==> src/hw/rtl/lpht_pkg.sv <==
// types and constants shared by the linear probing hash table modules
`default_nettype none

package lpht_pkg;

  localparam int unsigned KEY_W     = 31;
  localparam int unsigned IDX_W     = 8;
  localparam int unsigned CFG_W     = 9;
  localparam int unsigned DIV_CNT_W = 5;

  localparam logic [CFG_W-1:0]     CFG_SIZE_RST = 9'd256;
  localparam logic [DIV_CNT_W-1:0] DIV_FIRST    = 5'(KEY_W - 1);

  typedef enum logic [1:0] {
    CMD_INSERT = 2'd0,
    CMD_DELETE = 2'd1,
    CMD_SEARCH = 2'd2,
    CMD_CLEAR  = 2'd3
  } cmd_e;

  typedef enum logic [1:0] {
    STAT_OK      = 2'd0,
    STAT_FULL    = 2'd1,
    STAT_MISSING = 2'd2
  } status_e;

  typedef enum logic [2:0] {
    S_INIT,
    S_IDLE,
    S_DIV,
    S_HOME,
    S_RD,
    S_CHK,
    S_WIPE,
    S_DONE
  } state_e;

  typedef struct packed {
    cmd_e             cmd;
    logic [KEY_W-1:0] key;
  } in_item_t;

  typedef struct packed {
    status_e          status;
    logic [IDX_W-1:0] slot_index;
  } out_item_t;

  // controller to datapath commands
  typedef struct packed {
    logic    load;
    logic    div_step;
    logic    set_home;
    logic    rd;
    logic    advance;
    logic    clr_wr;
    logic    ins_wr;
    logic    del_wr;
    logic    res_load;
    status_e res_status;
  } ctrl_cmd_t;

  // datapath to controller status
  typedef struct packed {
    cmd_e cmd;
    logic div_last;
    logic clr_last;
    logic used;
    logic match;
    logic probe_last;
    logic out_free;
  } dp_stat_t;

endpackage

`default_nettype wire

==> src/hw/rtl/lpht_ctrl.sv <==
// controller state machine of the linear probing hash table
`default_nettype none

module lpht_ctrl (
  input  logic               clk_i,
  input  logic               rst_ni,
  input  logic               in_valid_i,
  output logic               in_ready_o,
  input  lpht_pkg::cmd_e     in_cmd_i,
  input  lpht_pkg::dp_stat_t stat_i,
  output lpht_pkg::ctrl_cmd_t ctrl_o
);
  import lpht_pkg::*;

  state_e  state_q, state_d;
  status_e res_q, res_d;

  // state and pending result status
  always_ff @(posedge clk_i or negedge rst_ni) begin
    if (!rst_ni) begin
      state_q <= S_INIT;
      res_q   <= STAT_OK;
    end else begin
      state_q <= state_d;
      res_q   <= res_d;
    end
  end

  // next state and commands
  always_comb begin
    state_d    = state_q;
    res_d      = res_q;
    in_ready_o = 1'b0;
    ctrl_o     = '0;
    ctrl_o.res_status = res_q;
    case (state_q)
      S_INIT: begin
        ctrl_o.clr_wr = 1'b1;
        if (stat_i.clr_last) state_d = S_IDLE;
      end
      S_IDLE: begin
        in_ready_o = 1'b1;
        if (in_valid_i) begin
          ctrl_o.load = 1'b1;
          state_d     = (in_cmd_i == CMD_CLEAR) ? S_WIPE : S_DIV;
        end
      end
      S_DIV: begin
        ctrl_o.div_step = 1'b1;
        if (stat_i.div_last) state_d = S_HOME;
      end
      S_HOME: begin
        ctrl_o.set_home = 1'b1;
        state_d         = S_RD;
      end
      S_RD: begin
        ctrl_o.rd = 1'b1;
        state_d   = S_CHK;
      end
      S_CHK: begin
        if (stat_i.cmd == CMD_INSERT) begin
          if (!stat_i.used) begin
            ctrl_o.ins_wr = 1'b1;
            res_d         = STAT_OK;
            state_d       = S_DONE;
          end else if (stat_i.probe_last) begin
            res_d   = STAT_FULL;
            state_d = S_DONE;
          end else begin
            ctrl_o.advance = 1'b1;
            state_d        = S_RD;
          end
        end else begin
          if (!stat_i.used) begin
            res_d   = STAT_MISSING;
            state_d = S_DONE;
          end else if (stat_i.match) begin
            ctrl_o.del_wr = (stat_i.cmd == CMD_DELETE);
            res_d         = STAT_OK;
            state_d       = S_DONE;
          end else if (stat_i.probe_last) begin
            res_d   = STAT_MISSING;
            state_d = S_DONE;
          end else begin
            ctrl_o.advance = 1'b1;
            state_d        = S_RD;
          end
        end
      end
      S_WIPE: begin
        ctrl_o.clr_wr = 1'b1;
        if (stat_i.clr_last) begin
          res_d   = STAT_OK;
          state_d = S_DONE;
        end
      end
      S_DONE: begin
        if (stat_i.out_free) begin
          ctrl_o.res_load = 1'b1;
          state_d         = S_IDLE;
        end
      end
      default: state_d = S_INIT;
    endcase
  end

  // a result is only pushed out of the done state
  a_res_from_done: assert property (@(posedge clk_i) disable iff (!rst_ni)
    ctrl_o.res_load |-> state_q == S_DONE)
    else $error("result load outside done state");

  // an item is only taken after the reset sweep has finished
  a_init_no_accept: assert property (@(posedge clk_i) disable iff (!rst_ni)
    state_q == S_INIT |-> !in_ready_o)
    else $error("item accepted during reset sweep");

  // a probe read is always followed by its check
  a_rd_then_chk: assert property (@(posedge clk_i) disable iff (!rst_ni)
    state_q == S_RD |=> state_q == S_CHK)
    else $error("probe read not followed by check");

endmodule

`default_nettype wire

==> config.mk <==
export PLATFORM = sky130hd
export DESIGN_NAME = lpht_ctrl
export DESIGN_NICKNAME = d
export VERILOG_FILES = /design/src/hw/rtl/lpht_pkg.sv /design/src/hw/rtl/lpht_ctrl.sv
export SDC_FILE = /design/constraint.sdc
export NUM_CORES = 1
export LEC_CHECK = 0
export ABC_AREA = 1
export BUFFER_PORTS_ARGS = -buffer_cell sky130_fd_sc_hd__buf_2
export CAP_MARGIN = 10
export CORE_UTILIZATION = 41
export CTS_BUF_LIST = sky130_fd_sc_hd__clkbuf_16
export DETAILED_ROUTE_END_ITERATION = 16
export GPL_TIMING_DRIVEN = 0
export PLACE_DENSITY_LB_ADDON = 0.15
export SLEW_MARGIN = 20
export SYNTH_ARGS = -nofsm -noshare
export SYNTH_HDL_FRONTEND = slang
export SYNTH_SLANG_ARGS = --single-unit
==> constraint.sdc <==
create_clock -name clk_i -period 1.8 [get_ports clk_i]
set_clock_uncertainty 0.1 [all_clocks]
set_input_delay 0.18 -clock clk_i [delete_from_list [all_inputs] [get_ports clk_i]]
set_output_delay 0.18 -clock clk_i [all_outputs]
set_load 0.01 [all_outputs]
== Word-level counts from Yosys, hierarchy flattened ==
Cells that the tools add are included.
Word-level totals
  input port bits: 13
  register bits: 5
  output and inout port bits: 12
Cells by class
  mux-type cells: 41
  equal/unequal tests: 16
  reductions and logical operators: 6
Operators by type and width (count)
  2-to-1 mux 3 bit: 10
  one-hot mux 3 bit (8 select lines): 1
  2-to-1 mux 1 bit: 20
  2-to-1 mux 2 bit: 9
  equality test 3 bit (second input constant): 4
  inequality test 2 bit (second input constant): 5
  inequality test 4 bit (second input constant): 2
  equality test 3 x 2 -> 1 bit (second input constant): 2
  AND reduction 5 bit: 1
  one-hot mux 2 bit (2 select lines): 1
  AND reduction 4 bit: 1
  equality test 3 x 1 -> 1 bit (second input constant): 1
  zero test 3 bit: 1
  equality test 2 x 1 -> 1 bit (second input constant): 1
  equality test 2 bit (second input constant): 1
  zero test 2 bit: 1
  nonzero test 2 bit: 1
  OR reduction 2 bit: 1

== Logic depth before layout (Yosys ltp) ==
  word-level depth: 5
  mapped depth: 9
  depth with buffers taken out: 8

== Least setup slack after synthesis ==
No wires, ideal clock.
  path type: register -> register
  start: register state_q[1]
  end: register state_q[1]
  stages on the path, launching flop included: 8
  period minus slack after synthesis: 1.311 ns
  arrival time: 1.095 ns
  setup slack: 0.489 ns
  path buffers: 1
  required time: 1.583 ns
  cells stage by stage: dfrtp_1 buf_6 clkinv_2 nand2_1 nor2_1 nand2_2 nand3_1 nand2_1
On the way
  word-level cells in the longest chain between the ends: 3
RTL lines
  from (decl): line lpht_ctrl.sv:15  | state_e state_q, state_d;
  from (signal assigned): line lpht_ctrl.sv:24  | state_q <= state_d;
  equality test 3 x 2 -> 1 bit, or another cell as far along: line lpht_ctrl.sv:36  | case (state_q)
  inequality test 2 bit (no source line)
  AND reduction 5 bit (no source line)
Several ways; a longest one is shown, not always the timed one.
A chain may end at the register's enable or synchronous reset.

==> flow_metrics.env <==
export IMPL_rsz0062_at_grt="false"
export IMPL_postCtsHoldBufs=1
export IMPL_nets=134
export IMPL_cts_tree="yes"
export IMPL_synth_cell_types=20
export IMPL_start_util=0.470
export IMPL_worstSetupPathType="reg -> out"
export IMPL_status="finished, final reports clean"
export IMPL_synthCells=91
export IMPL_cp_start_kind="register"
export IMPL_ys_warn_count=0
export IMPL_clock_sinks=5
export IMPL_core_area_sq_mm=0.00119
export IMPL_min_period_over_period=0.882
export IMPL_tns_ps=0
export IMPL_drv_cap=0
export IMPL_finalHoldViolations=0
export IMPL_antenna_found_initial=0
export IMPL_power_mw=1.36
export IMPL_cts_root_buffer="clkbuf_16"
export IMPL_clk_pin_slew_ps=30
export IMPL_fmax_mhz=630
export IMPL_cts_resized=0
export IMPL_p_leak_nw=0.524
export IMPL_synth_edff_count=0
export IMPL_drc=0
export IMPL_synth_net_count=104
export IMPL_grt_pass1_vias=543
export IMPL_overflow=0
export IMPL_rows=12
export IMPL_ys_seq_elements=5
export IMPL_final_instance_count_excl_fill=134
export IMPL_vias=634
export IMPL_synth_area_leader_cell="dfrtp_1"
export IMPL_vias_per_cell=4.73
export IMPL_yosysTopAreaCellShare=0.224
export IMPL_yosys_top_cells_area="dfrtp_1 22%, nand2_1 16%, inv_1 11%"
export IMPL_cts_buffers=3
export IMPL_tightest_slew_ps=342
export IMPL_end_kind="output pin"
export IMPL_hold_path_class="in -> async"
export IMPL_crit_required_ps=1520
export IMPL_final_max_slew_viol_count=0
export IMPL_crit_path_max_fanout=7
export IMPL_postRouteAntennaNets=0
export IMPL_synth_top_flop_cell="dfrtp_1"
export IMPL_grt_usage=0.219
export IMPL_postCtsSetupRepairBufs=0
export IMPL_synthesis_area_sq_um=558
export IMPL_irDropWorstVdd_mv=1.19
export IMPL_yosysMostFrequentCell="nand2_1"
export IMPL_cts_max_path_buffers=2
export IMPL_numPortBuffers=24
export IMPL_wirelength_mm=1.40
export IMPL_grt_pass1_wl_mm=2.23
export IMPL_diodes=0
export IMPL_final_min_clock_period_ps=1590
export IMPL_grt_max_degree=10
export IMPL_gp_congestion=0.838
export IMPL_drive_gt1_frac=0.383
export IMPL_synthTopCellsByCount="24 x nand2_1, 16 x inv_1, 11 x nor2_1"
export IMPL_worstPathArrival_ps=1310
export IMPL_drt_pass1_iterations=5
export IMPL_syn_avg_cell_area_sq_um=6.13
export IMPL_die_y_microns=38.9
export IMPL_drtIter0Drc=5
export IMPL_setup_viol=0
export IMPL_ios=25
export IMPL_timing_slew_headroom=0.772
export IMPL_synthToLayoutAreaGrowth_pct=40.6
export IMPL_dp_cells=129
export IMPL_power_density_mw_per_mm2=1730
export IMPL_wl_per_cell_microns=10.5
export IMPL_dp_hpwl_mm=1.07
export IMPL_die_w_microns=38.9
export IMPL_cts_htree_levels=1
export IMPL_insertion_delay_ps=220
export IMPL_yosysSeqAreaShare=0.224
export IMPL_die_area_sq_mm=0.00151
export IMPL_synthArstFlopShare=1.00
==> critical path: stages (launching register included) <==
cell	delay, ps
dfrtp_1	530
nand3_2	160
nand3b_4	200
inv_1	70
buf_2	120
==> metrics by stage <==
step / hold WS [ps] / cell area (sq um) / worst slack (ps) / utilization
finish: 199 / 785 / 212 / 0.661
global route: 223 / 785 / 139 / 0.661
CTS: 200 / 785 / 213 / 0.661
detailed placement: -104 / 696 / 437 / 0.586
global placement: -105 / 696 / 466 / 0.586
floorplan: -216 / 558 / 489 / -
==> path summary, 6_finish.rpt <==
check / to / start / slack, ps / cells after the start
worst min-delay path: res_q[1] / rst_ni / 200 / 2
worst max-delay path: ctrl_o[6] / state_q[2] / 210 / 4
min in group clk_i: state_q[2] / stat_i[4] / 200 / 4
max in group asynchronous: res_q[0] / rst_ni / 1270 / 2
worst max register to register: state_q[2] / state_q[2] / 420 / 7
worst min register to register: res_q[1] / res_q[1] / 380 / 2
==> power breakdown <==
group          switching (mW)  internal [mW]
registers              0.0489          0.168
clock network          0.0695          0.287
logic                   0.492          0.293
==> flip-flops by register name, summed over array words and instances (netlist names) <==
signal   flops
res_q        2
state_q      3
==> logic make-up after synthesis <==
logic type,after synthesis,synth area share
simple gates,61,0.567
flops,5,0.224
compound gates,2,0.0314
buf+inv,23,0.177
==> layout make-up <==
type	instances	area [sq um]
Sequential cell	5	125
Multi-Input combinational cell	63	334
Clock inverter	1	3.75
Clock buffer	3	75.1
Inverter	21	80.1
Fill cell	118	402
Buffer	2	18.8
Tap cell	14	17.5
Timing Repair Buffer	25	130
==> placed cells by master, fill, tap and decap left out, types with 2 or more instances in the layout <==
| master | count |
|---|---|
| nand3_2 | 3 |
| o21ai_2 | 2 |
| nand4_1 | 2 |
| dfrtp_1 | 5 |
| clkbuf_16 | 3 |
| buf_2 | 24 |
| nor2_1 | 11 |
| inv_1 | 17 |
| nor4_1 | 2 |
| nand2_1 | 24 |
| inv_2 | 3 |
| nand3_1 | 10 |
| nand2_2 | 4 |
==> routing by layer <==
metal,vias to the layer above,part of all wire,GRT usage
met3,0,0.072,0.0347
met5,-,0,0
met2,24,0.49,0.408
met4,0,0,0.0259
li1,338,-,-
met1,272,0.43,0.265
Note: power is estimated with default switching activity, not from simulation.
